[config.mk]
export PLATFORM = sky130hd
export DESIGN_NAME = servo_pulse_ramp_generator_flat
export DESIGN_NICKNAME = d
export VERILOG_FILES = /design/src/rtl/core/svpr_pkg.sv /design/src/rtl/core/svpr_if.sv /design/src/rtl/core/svpr_csr.sv /design/src/rtl/core/svpr_engine.sv /design/src/rtl/core/svpr_out_buf.sv /design/src/rtl/core/servo_pulse_ramp_generator.sv /design/src/flat_wrapper.sv
export VERILOG_INCLUDE_DIRS = /design/src /design/src/rtl/core
export SDC_FILE = /design/constraint.sdc
export NUM_CORES = 1
export LEC_CHECK = 0
export ABC_AREA = 1
export BUFFER_PORTS_ARGS = -buffer_cell sky130_fd_sc_hd__buf_2
export CAP_MARGIN = 5
export CELL_PAD_IN_SITES_DETAIL_PLACEMENT = 1
export CELL_PAD_IN_SITES_GLOBAL_PLACEMENT = 1
export CORE_ASPECT_RATIO = 0.9
export CORE_MARGIN = 8
export CORE_UTILIZATION = 46
export DETAILED_ROUTE_END_ITERATION = 7
export HOLD_SLACK_MARGIN = 0.02
export PLACE_DENSITY_LB_ADDON = 0.1
export SETUP_SLACK_MARGIN = 0.2
export SLEW_MARGIN = 40
export SYNTH_ARGS = -nofsm -noshare
export SYNTH_HDL_FRONTEND = slang
export SYNTH_SLANG_ARGS = --single-unit
export TNS_END_PERCENT = 20
[constraint.sdc]
create_clock -name clock -period 15.33 [get_ports clock]
set_input_delay 0.7665 -clock clock [delete_from_list [all_inputs] [get_ports clock]]
set_output_delay 0.7665 -clock clock [all_outputs]
set_load 0.02 [all_outputs]
[src/rtl/core/assert_macros.svh]
// Assertion helpers shared by the RTL files.
`ifndef ASSERT_MACROS_SVH
`define ASSERT_MACROS_SVH

// Consequent must hold in the same cycle as the antecedent.
`define SVPR_ASSERT_NOW(label, clk, rst, ante, cons) \
   label: assert property (@(posedge clk) disable iff (rst) (ante) |-> (cons)) \
      else $error("assertion failed");

// Consequent must hold in the cycle after the antecedent.
`define SVPR_ASSERT_NEXT(label, clk, rst, ante, cons) \
   label: assert property (@(posedge clk) disable iff (rst) (ante) |=> (cons)) \
      else $error("assertion failed");

`endif

[src/rtl/core/svpr_pkg.sv]
`default_nettype none

package svpr_pkg;

   localparam int SERVO_SLOTS = 4;
   localparam int SLOT_W      = (SERVO_SLOTS > 1) ? $clog2(SERVO_SLOTS) : 1;

   localparam int KIND_W     = 2;
   localparam int SEL_W      = 2;
   localparam int PIN_W      = 3;
   localparam int POS_W      = 12;
   localparam int OFFSET_W   = 10;
   localparam int PERIOD_W   = 16;
   localparam int FRAMES_W   = 8;
   localparam int LEVELS_W   = 8;
   localparam int SUM_W      = PERIOD_W + 2;
   localparam int CSR_ADDR_W = 2;
   localparam int CSR_DATA_W = 16;

   localparam logic [OFFSET_W-1:0] RESET_OFFSET = OFFSET_W'(248);
   localparam logic [PERIOD_W-1:0] RESET_PERIOD = PERIOD_W'(4980);
   localparam logic [PERIOD_W-1:0] MIN_PERIOD   = PERIOD_W'(2);

   // request kinds
   localparam logic [KIND_W-1:0] KIND_TICK = 2'd0;
   localparam logic [KIND_W-1:0] KIND_SET  = 2'd1;
   localparam logic [KIND_W-1:0] KIND_RAMP = 2'd2;

   // register indexes
   localparam logic [CSR_ADDR_W-1:0] CSR_PULSE_OFFSET    = 2'd0;
   localparam logic [CSR_ADDR_W-1:0] CSR_FRAME_PERIOD    = 2'd1;
   localparam logic [CSR_ADDR_W-1:0] CSR_FRAMES_PER_STEP = 2'd2;

   typedef struct packed {
      logic [KIND_W-1:0]       kind;
      logic [SEL_W-1:0]        servo_slot;
      logic [PIN_W-1:0]        pin_number;
      logic signed [POS_W-1:0] position;
   } req_type;

   typedef struct packed {
      logic [LEVELS_W-1:0]     pin_levels;
      logic                    busy_res;
      logic signed [POS_W-1:0] ramp_position;
      logic signed [POS_W-1:0] slot_position;
      logic                    rejected;
   } rsp_type;

   typedef struct packed {
      logic [CSR_ADDR_W-1:0] addr;
      logic [CSR_DATA_W-1:0] wdata;
   } csr_wr_type;

   typedef struct packed {
      logic [OFFSET_W-1:0] pulse_offset;
      logic [PERIOD_W-1:0] frame_period;
      logic [FRAMES_W-1:0] frames_per_step;
   } cfg_type;

   function automatic logic [PERIOD_W-1:0] eff_period(input logic [PERIOD_W-1:0] period);
      return (period < MIN_PERIOD) ? MIN_PERIOD : period;
   endfunction

   // pulse width clamped to 1 .. period-1; period is already at least 2
   function automatic logic [PERIOD_W-1:0] high_len(input logic [OFFSET_W-1:0] offset,
                                                    input logic [PERIOD_W-1:0] period,
                                                    input logic signed [POS_W-1:0] pos);
      logic signed [SUM_W-1:0] sum;
      logic signed [SUM_W-1:0] top;
      sum = $signed(SUM_W'(offset)) + SUM_W'(pos);
      top = $signed(SUM_W'(period)) - $signed(SUM_W'(1));
      if (sum < $signed(SUM_W'(1))) sum = $signed(SUM_W'(1));
      if (sum > top) sum = top;
      return sum[PERIOD_W-1:0];
   endfunction

endpackage

`default_nettype wire

[src/rtl/core/svpr_if.sv]
`default_nettype none

interface svpr_req_if;
   logic             valid;
   logic             ready;
   svpr_pkg::req_type data;
   modport source (output valid, output data, input ready);
   modport sink (input valid, input data, output ready);
endinterface

interface svpr_rsp_if;
   logic             valid;
   logic             ready;
   svpr_pkg::rsp_type data;
   modport source (output valid, output data, input ready);
   modport sink (input valid, input data, output ready);
endinterface

interface svpr_csr_if;
   logic                               valid;
   logic                               ready;
   logic [svpr_pkg::CSR_ADDR_W-1:0]    addr;
   logic [svpr_pkg::CSR_DATA_W-1:0]    wdata;
   modport source (output valid, output addr, output wdata, input ready);
   modport sink (input valid, input addr, input wdata, output ready);
endinterface

`default_nettype wire

[src/rtl/core/svpr_csr.sv]
`default_nettype none

module svpr_csr (
   input  wire logic       clock,
   input  wire logic       reset,
   svpr_csr_if.sink        csr_ch,
   output svpr_pkg::cfg_type cfg
);
   import svpr_pkg::*;

   cfg_type cfg_ff;
   cfg_type cfg_in;
   logic    wr_fire;

   assign csr_ch.ready = 1'b1;
   assign wr_fire      = csr_ch.valid & csr_ch.ready;

   always_comb begin
      cfg_in = cfg_ff;
      if (wr_fire) begin
         unique case (csr_ch.addr)
            CSR_PULSE_OFFSET:    cfg_in.pulse_offset    = csr_ch.wdata[OFFSET_W-1:0];
            CSR_FRAME_PERIOD:    cfg_in.frame_period    = csr_ch.wdata[PERIOD_W-1:0];
            CSR_FRAMES_PER_STEP: cfg_in.frames_per_step = csr_ch.wdata[FRAMES_W-1:0];
            default:             cfg_in = cfg_ff;
         endcase
      end
   end

   always_ff @(posedge clock) begin
      if (reset) begin
         cfg_ff.pulse_offset    <= RESET_OFFSET;
         cfg_ff.frame_period    <= RESET_PERIOD;
         cfg_ff.frames_per_step <= '0;
      end else begin
         cfg_ff <= cfg_in;
      end
   end

   assign cfg = cfg_ff;

endmodule

`default_nettype wire

[src/rtl/core/svpr_engine.sv]
`default_nettype none
`include "assert_macros.svh"

module svpr_engine (
   input  wire logic          clock,
   input  wire logic          reset,
   input  wire logic          req_fire,
   input  wire svpr_pkg::req_type req_data,
   input  wire svpr_pkg::cfg_type cfg,
   output svpr_pkg::rsp_type  result
);
   import svpr_pkg::*;

   typedef struct packed {
      logic signed [POS_W-1:0] cur;
      logic signed [POS_W-1:0] tgt;
      logic signed [POS_W-1:0] slot_mirror; // copy of the active slot's stored position
      logic [PIN_W-1:0]        pin;
      logic [SLOT_W-1:0]       aslot;
      logic [PERIOD_W-1:0]     ticks;
      logic [FRAMES_W-1:0]     frames;
      logic                    high;
      logic                    running;
      logic                    ramp;
   } eng_state_type;

   eng_state_type           state_ff;
   eng_state_type           state_in;
   eng_state_type           mid;
   logic signed [POS_W-1:0] slot_pos_ff [SERVO_SLOTS];
   logic                    slot_we;
   logic [SLOT_W-1:0]       slot_waddr;
   logic signed [POS_W-1:0] slot_wdata;
   logic [SLOT_W-1:0]       slot_idx;
   logic signed [POS_W-1:0] stored;
   logic [PERIOD_W-1:0]     period_eff;
   logic [PERIOD_W-1:0]     ticks;
   logic [FRAMES_W-1:0]     frames;
   logic signed [POS_W-1:0] step_pos;
   logic                    is_cmd;
   logic                    cmd_reject;

   assign period_eff = eff_period(cfg.frame_period);
   assign slot_idx   = SLOT_W'(req_data.servo_slot % SERVO_SLOTS);
   assign stored     = slot_pos_ff[slot_idx];
   assign is_cmd     = req_fire && (req_data.kind == KIND_SET || req_data.kind == KIND_RAMP);

   // command stage
   always_comb begin
      mid        = state_ff;
      cmd_reject = 1'b0;
      if (is_cmd) begin
         if (state_ff.running) begin
            cmd_reject = 1'b1;
         end else if (req_data.kind == KIND_SET) begin
            mid.pin = req_data.pin_number;
            if (cfg.frames_per_step != '0) begin
               mid.cur     = req_data.position;
               mid.frames  = cfg.frames_per_step;
               mid.ramp    = 1'b0;
               mid.running = 1'b1;
               mid.high    = 1'b1;
               mid.ticks   = high_len(cfg.pulse_offset, period_eff, req_data.position);
            end
         end else begin
            mid.pin         = req_data.pin_number;
            mid.aslot       = slot_idx;
            mid.slot_mirror = stored;
            if (req_data.position != stored) begin
               if (cfg.frames_per_step == '0) begin
                  mid.slot_mirror = req_data.position;
               end else begin
                  mid.tgt     = req_data.position;
                  mid.cur     = (req_data.position > stored) ? stored + POS_W'(1)
                                                             : stored - POS_W'(1);
                  mid.frames  = cfg.frames_per_step;
                  mid.ramp    = 1'b1;
                  mid.running = 1'b1;
                  mid.high    = 1'b1;
                  mid.ticks   = high_len(cfg.pulse_offset, period_eff, mid.cur);
               end
            end
         end
      end
   end

   // tick stage
   always_comb begin
      state_in          = mid;
      slot_we           = 1'b0;
      slot_waddr        = slot_idx;
      slot_wdata        = req_data.position;
      ticks             = mid.ticks;
      frames            = mid.frames;
      step_pos          = mid.cur;
      result.pin_levels = '0;
      if (is_cmd && !state_ff.running && req_data.kind == KIND_RAMP
          && req_data.position != stored && cfg.frames_per_step == '0) begin
         slot_we = 1'b1;
      end
      if (req_fire && mid.running) begin
         if (mid.high) result.pin_levels = LEVELS_W'(1) << mid.pin;
         if (ticks != '0) ticks = ticks - PERIOD_W'(1);
         state_in.ticks = ticks;
         if (ticks == '0) begin
            if (mid.high) begin
               state_in.high  = 1'b0;
               state_in.ticks = period_eff - high_len(cfg.pulse_offset, period_eff, mid.cur);
            end else begin
               if (frames != '0) frames = frames - FRAMES_W'(1);
               state_in.frames = frames;
               if (frames != '0) begin
                  state_in.high  = 1'b1;
                  state_in.ticks = high_len(cfg.pulse_offset, period_eff, mid.cur);
               end else if (mid.ramp && mid.cur != mid.tgt) begin
                  step_pos        = (mid.tgt > mid.cur) ? mid.cur + POS_W'(1)
                                                        : mid.cur - POS_W'(1);
                  state_in.cur    = step_pos;
                  state_in.frames = cfg.frames_per_step;
                  state_in.high   = 1'b1;
                  state_in.ticks  = high_len(cfg.pulse_offset, period_eff, step_pos);
               end else begin
                  if (mid.ramp) begin
                     slot_we              = 1'b1;
                     slot_waddr           = mid.aslot;
                     slot_wdata           = mid.tgt;
                     state_in.slot_mirror = mid.tgt;
                  end
                  state_in.running = 1'b0;
                  state_in.ramp    = 1'b0;
               end
            end
         end
      end
      result.busy_res      = req_fire && mid.running;
      result.ramp_position = state_in.cur;
      result.slot_position = state_in.slot_mirror;
      result.rejected      = cmd_reject;
   end

   always_ff @(posedge clock) begin
      if (reset) begin
         state_ff <= '0;
      end else if (req_fire) begin
         state_ff <= state_in;
      end
   end

   always_ff @(posedge clock) begin
      if (reset) begin
         for (int i = 0; i < SERVO_SLOTS; i++) slot_pos_ff[i] <= '0;
      end else if (slot_we) begin
         slot_pos_ff[slot_waddr] <= slot_wdata;
      end
   end

   `SVPR_ASSERT_NOW(a_run_has_ticks, clock, reset, state_ff.running, state_ff.ticks != '0)
   `SVPR_ASSERT_NOW(a_ramp_runs, clock, reset, state_ff.ramp, state_ff.running)
   `SVPR_ASSERT_NOW(a_reject_busy, clock, reset, result.rejected, result.busy_res)
   `SVPR_ASSERT_NOW(a_pulse_busy, clock, reset, result.pin_levels != '0, result.busy_res && $onehot(result.pin_levels))

endmodule

`default_nettype wire

[src/rtl/core/svpr_out_buf.sv]
`default_nettype none
`include "assert_macros.svh"

module svpr_out_buf (
   input  wire logic          clock,
   input  wire logic          reset,
   input  wire logic          push,
   input  wire svpr_pkg::rsp_type push_data,
   output logic               push_ready,
   svpr_rsp_if.source         rsp_ch
);
   import svpr_pkg::*;

   rsp_type main_ff;
   rsp_type main_in;
   rsp_type skid_ff;
   rsp_type skid_in;
   logic    main_valid_ff;
   logic    main_valid_in;
   logic    skid_valid_ff;
   logic    skid_valid_in;
   logic    pop;

   assign pop        = main_valid_ff & rsp_ch.ready;
   assign push_ready = !skid_valid_ff;

   always_comb begin
      main_in       = main_ff;
      main_valid_in = main_valid_ff;
      skid_in       = skid_ff;
      skid_valid_in = skid_valid_ff;
      if (pop || !main_valid_ff) begin
         if (skid_valid_ff) begin
            main_in       = skid_ff;
            main_valid_in = 1'b1;
            skid_valid_in = 1'b0;
         end else begin
            main_in       = push_data;
            main_valid_in = push;
         end
      end else if (push) begin
         // head is stalled: park the request's result
         skid_in       = push_data;
         skid_valid_in = 1'b1;
      end
   end

   always_ff @(posedge clock) begin
      if (reset) begin
         main_valid_ff <= 1'b0;
         skid_valid_ff <= 1'b0;
      end else begin
         main_valid_ff <= main_valid_in;
         skid_valid_ff <= skid_valid_in;
      end
   end

   always_ff @(posedge clock) begin
      main_ff <= main_in;
      skid_ff <= skid_in;
   end

   assign rsp_ch.valid = main_valid_ff;
   assign rsp_ch.data  = main_ff;

   `SVPR_ASSERT_NOW(a_skid_behind_main, clock, reset, skid_valid_ff, main_valid_ff)
   `SVPR_ASSERT_NEXT(a_stall_keeps_head, clock, reset, main_valid_ff && !rsp_ch.ready, main_valid_ff && main_ff == $past(main_ff))

endmodule

`default_nettype wire

[src/rtl/core/servo_pulse_ramp_generator.sv]
// Servo pulse generator, one request per tick.
// req_ch: requests (tick, direct set, ramp reposition); a request is taken
//   when valid and ready are high at a clock edge. Every request, tick or
//   command, produces exactly one response on rsp_ch, in order.
// rsp_ch: pin byte for the tick, busy flag, current ramp position, stored
//   position of the active slot, and a reject flag for commands that came
//   in while frames were still running.
// csr_ch: register writes, always ready; index 0 pulse offset, 1 frame
//   period, 2 frames per step. Write only while no request is in flight.
// Response: a request's result enters the output buffer when it is taken.
// Throughput: one request per cycle while the output buffer has room; the
//   tick logic is a single registered pass over the engine state.
// Stall: a two-entry output buffer keeps req_ch.ready high for one more
//   request after rsp_ch stalls, then drops it until the head is taken.
// Reset: synchronous; registers return to offset 248, period 4980,
//   zero frames per step; all slot positions and the pulse state clear,
//   and ready is high on the first cycle after reset.
`default_nettype none

module servo_pulse_ramp_generator (
   input  wire logic   clock,
   input  wire logic   reset,
   svpr_req_if.sink    req_ch,
   svpr_rsp_if.source  rsp_ch,
   svpr_csr_if.sink    csr_ch
);
   import svpr_pkg::*;

   cfg_type cfg;
   rsp_type result;
   logic    req_fire;
   logic    buf_ready;

   assign req_ch.ready = buf_ready;
   assign req_fire     = req_ch.valid & buf_ready;

   svpr_csr u_csr (
      .clock  (clock),
      .reset  (reset),
      .csr_ch (csr_ch),
      .cfg    (cfg)
   );

   svpr_engine u_engine (
      .clock    (clock),
      .reset    (reset),
      .req_fire (req_fire),
      .req_data (req_ch.data),
      .cfg      (cfg),
      .result   (result)
   );

   svpr_out_buf u_out_buf (
      .clock      (clock),
      .reset      (reset),
      .push       (req_fire),
      .push_data  (result),
      .push_ready (buf_ready),
      .rsp_ch     (rsp_ch)
   );

endmodule

`default_nettype wire

[src/flat_wrapper.sv]
// flat-port wrapper written by rule: the top's interface ports become plain ports
module servo_pulse_ramp_generator_flat import svpr_pkg::*;
  (clock, reset, req_ch_valid, req_ch_data, req_ch_ready, rsp_ch_valid, rsp_ch_data, rsp_ch_ready, csr_ch_valid, csr_ch_addr, csr_ch_wdata, csr_ch_ready);
  svpr_req_if req_ch_i ();
  svpr_rsp_if rsp_ch_i ();
  svpr_csr_if csr_ch_i ();
  input  wire logic clock;
  input  wire logic reset;
  input wire logic [$bits(req_ch_i.valid)-1:0] req_ch_valid;
  input wire logic [$bits(req_ch_i.data)-1:0] req_ch_data;
  output wire logic [$bits(req_ch_i.ready)-1:0] req_ch_ready;
  output wire logic [$bits(rsp_ch_i.valid)-1:0] rsp_ch_valid;
  output wire logic [$bits(rsp_ch_i.data)-1:0] rsp_ch_data;
  input wire logic [$bits(rsp_ch_i.ready)-1:0] rsp_ch_ready;
  input wire logic [$bits(csr_ch_i.valid)-1:0] csr_ch_valid;
  input wire logic [$bits(csr_ch_i.addr)-1:0] csr_ch_addr;
  input wire logic [$bits(csr_ch_i.wdata)-1:0] csr_ch_wdata;
  output wire logic [$bits(csr_ch_i.ready)-1:0] csr_ch_ready;
  assign req_ch_i.valid = req_ch_valid;
  assign req_ch_i.data = req_ch_data;
  assign req_ch_ready = req_ch_i.ready;
  assign rsp_ch_valid = rsp_ch_i.valid;
  assign rsp_ch_data = rsp_ch_i.data;
  assign rsp_ch_i.ready = rsp_ch_ready;
  assign csr_ch_i.valid = csr_ch_valid;
  assign csr_ch_i.addr = csr_ch_addr;
  assign csr_ch_i.wdata = csr_ch_wdata;
  assign csr_ch_ready = csr_ch_i.ready;
  servo_pulse_ramp_generator u_core (.clock(clock), .reset(reset), .req_ch(req_ch_i), .rsp_ch(rsp_ch_i), .csr_ch(csr_ch_i));
endmodule
==> impl_metrics.py <==
metrics = {
    "run_status": {
        "outcome": "finished clean",
    },
    "power": {
        "p_int_mw": 1.759,
        "p_leak_nw": 10.77,
        "combPwrFrac": 0.636,
        "swShare": 0.5322,
        "p_seq_frac": 0.185,
        "power.density_nw_per_um2": 169.8,
        "switchingPower_mw": 2.001,
        "ir_drop_mv": 0.1000,
        "p_clk_frac": 0.179,
    },
    "place": {
        "dp_slack_ps": 1234,
        "place_area_sq_um": 21230,
        "gp_congestion": 1.035,
        "hpwlAfterDp_um": 69520,
        "numPortBuffers": 77,
    },
    "global_route": {
        "grt_first_pass_wirelength_um": 134100,
        "grt_use_total": 0.3358,
        "first_global_vias": 21840,
        "antenna_found_initial": 0,
        "grt_overflow_total": 0,
        "grt_start_max_net_pins": 61,
    },
    "yosys": {
        "synth_cells": 3064,
        "syn_area_per_cell_sq_um": 6.671,
        "ys_ff_latch": 220,
        "yosys_warnings": 0,
        "yosys.area.top_type_share": 0.1704,
        "synth.largest_area_cell": "edfxtp_1",
        "async_flop_share": 0,
        "synth_cell_type_count": 69,
        "synth_ff_type": "edfxtp_1",
        "synthTopCellsByArea": "edfxtp_1 17%, nand2_1 16%, ha_1 11%",
        "synth_area_sq_um": 20440,
        "ys_seq_area_frac": 0.2723,
        "synth_edf_count": 116,
    },
    "cells_and_area": {
        "fin_nets": 3302,
        "finalInstanceArea_sq_um": 22140,
        "drive_gt1_frac": 0.09147,
        "final_core_util": 0.5029,
        "area_delta_synth_final_pct": 8.318,
        "n_antenna_cell": 0,
    },
    "sta": {
        "finalHoldViolations": 0,
        "final.min_clock_period_ps": 13930,
        "holdWs_ps": 398.5,
        "finalMaxSlewViolations": 0,
        "finClkSkew_ps": 28.53,
        "fmax_ghz": 0.07178,
        "final-setup-viol-count": 0,
        "setup-tns-final_ps": 0,
        "rsz0062_at_grt": "false",
        "timing.final.crit_share": 0.9088,
        "setup_ws_ps": 1398,
        "worstMarginPinSlew_ps": 846.8,
        "timing.slew.headroom": 0.4295,
    },
    "drt": {
        "firstDrtPassIters": 6,
        "drt_iter0_markers": 2200,
        "route.detailed.wl_per_inst_um": 24.14,
        "vias_per_cell": 5.968,
        "drtAntennaViolNets": 0,
        "drc": 0,
        "wl_um": 89170,
        "via_count": 22050,
    },
    "clock_network": {
        "cts_tree": "yes",
        "cts_resized": 0,
        "insertion_delay_ps": 600,
        "numCtsBuffers": 27,
        "hold_buffers": 0,
        "cts_buffer_depth": 3,
        "clkTransAtPathRegs_ps": 60,
        "cts_root_buffer": "clkbuf_16",
        "cts_sinks": 220,
        "htree_levels": 1,
        "post_cts_buffers": 0,
    },
    "floorplan": {
        "dieArea_sq_um": 51450,
        "coreArea_sq_um": 44020,
        "ios": 79,
        "start_util": 0.4643,
        "die_y_um": 216.0,
        "num_rows": 73,
        "die_x_um": 238.2,
    },
    "job": {
        "drv_cap": 0,
    },
    "setup_path": {
        "critPathMaxStageDelay_ps": 620,
        "worstPathMaxFanout": 30,
        "crit_path_start_kind": "input pin",
        "cp-end-kind": "register",
        "path_common_cell": "nand2_1",
        "cp.arrival_ps": 14360,
        "worstSetupPathType": "input pin to register",
        "required_ps": 15750,
        "crit_slowest_cell": "ha_1",
        "crit_buf_inv": 12,
        "crit_family": "simple AND/OR/NAND/NOR gates",
    },
    "min_path": {
        "hold_class": "input pin to register",
    },
}
## cells by family (layout without fill, tap and decap cells)
logic type / count (synthesis) / count (layout) / synth area share
AND/OR/NAND/NOR: 1446 / 1446 / 0.3073
AO/OA/AOI/OAI: 643 / 643 / 0.1752
flip-flops: 220 / 220 / 0.2723
adder cells (fa/ha/maj): 187 / 187 / 0.1170
buffers and inverters: 494 / 520 / 0.09482
XOR/XNOR: 72 / 72 / 0.03305
other: 2 / 6 / 0.0003674
## cell usage after synthesis, types with 35 or more instances
library cell / number
a21oi_1: 219
clkbuf_1: 86
dfxtp_1: 104
edfxtp_1: 116
ha_1: 180
inv_1: 344
nand2_1: 858
nand3_1: 145
nand4_1: 35
nor2_1: 248
o21ai_0: 262
xor2_1: 49
## worst reg2reg max path, delay by kind of cell, from the launching register on
kind            cells  cell delay [ps]
xor+xnor            1              120
flops               1              350
compound gates     18             4360
simple gates       31             4530
fa+ha+maj           6             2420
buf+inv            10             1380
## per-layer routing
layer	share of wire	track usage	routed length, um
met2	0.42	0.4979	37160
met4	0.038	0.1144	3376
met3	0.093	0.06102	8266
met1	0.45	0.4834	40370
met5	0	0	0
## stage by stage
step,instances,power [mW]
2_1_floorplan,3068,2.286
3_3_place_gp,3644,2.943
3_5_place_dp,3644,3.002
4_1_cts,3694,3.688
5_1_grt,3694,3.991
6_report,3694,3.760
## registers in the layout (all words and copies together), names as in the netlist
signal and flops:
u_core.u_engine.state_ff 68, u_core.u_engine.slot_pos_ff 48, u_core.u_csr.cfg 34, u_core.u_out_buf.rsp_ch.data 34, u_core.u_out_buf.skid_ff 34, u_core.u_out_buf.rsp_ch.valid 1, u_core.u_out_buf.skid_valid_ff 1
## area by class of cell
type | count | area, sq um
clock buffer | 29 | 703.2
timing repair buffer | 99 | 550.5
sequential | 220 | 5565
clock inverter | 21 | 200.2
fill | 5897 | 21880
inverter | 371 | 1393
multi-input combinational | 2354 | 12980
tap | 600 | 750.7
## power by group through the flow
stage / registers (mW) / logic (mW) / clock network [mW]
4_1_cts: 0.695 / 2.31 / 0.678
6_report: 0.696 / 2.39 / 0.673
3_3_place_gp: 0.705 / 2.24 / 0
3_5_place_dp: 0.707 / 2.29 / 0
5_1_grt: 0.699 / 2.60 / 0.696
2_1_floorplan: 0.715 / 1.57 / 0
## cells in the final DEF (no fill, tap or decap), types with 35 or more instances in the layout
cell type | synthesis | final
nand4_1 | 35 | 35
dfxtp_1 | 104 | 104
nor2_1 | 248 | 244
nand2_1 | 858 | 857
o21ai_0 | 262 | 261
inv_1 | 344 | 344
a21oi_1 | 219 | 219
xor2_1 | 49 | 49
buf_2 | 19 | 77
nand3_1 | 145 | 145
edfxtp_1 | 116 | 116
ha_1 | 180 | 180
## path summary, 6_finish.rpt
| check | from | endpoint | slack [ps] | cells after the start |
|---|---|---|---|---|
| min | csr_ch_wdata[15] | u_core.u_csr.cfg[23]$_SDFFE_PP0P_ | 400 | 3 |
| min reg2reg | u_core.u_csr.cfg[3]$_SDFFE_PP0P_ | u_core.u_csr.cfg[3]$_SDFFE_PP0P_ | 500 | 2 |
| max | req_ch_data[15] | u_core.u_engine.state_ff[13]$_SDFFE_PP0P_ | 1400 | 68 |
| max reg2reg | u_core.u_engine.slot_pos_ff[1][5]$_SDFFCE_PN0P_ | u_core.u_engine.state_ff[13]$_SDFFE_PP0P_ | 1990 | 66 |
No activity file was read; power rests on OpenSTA's default activity.
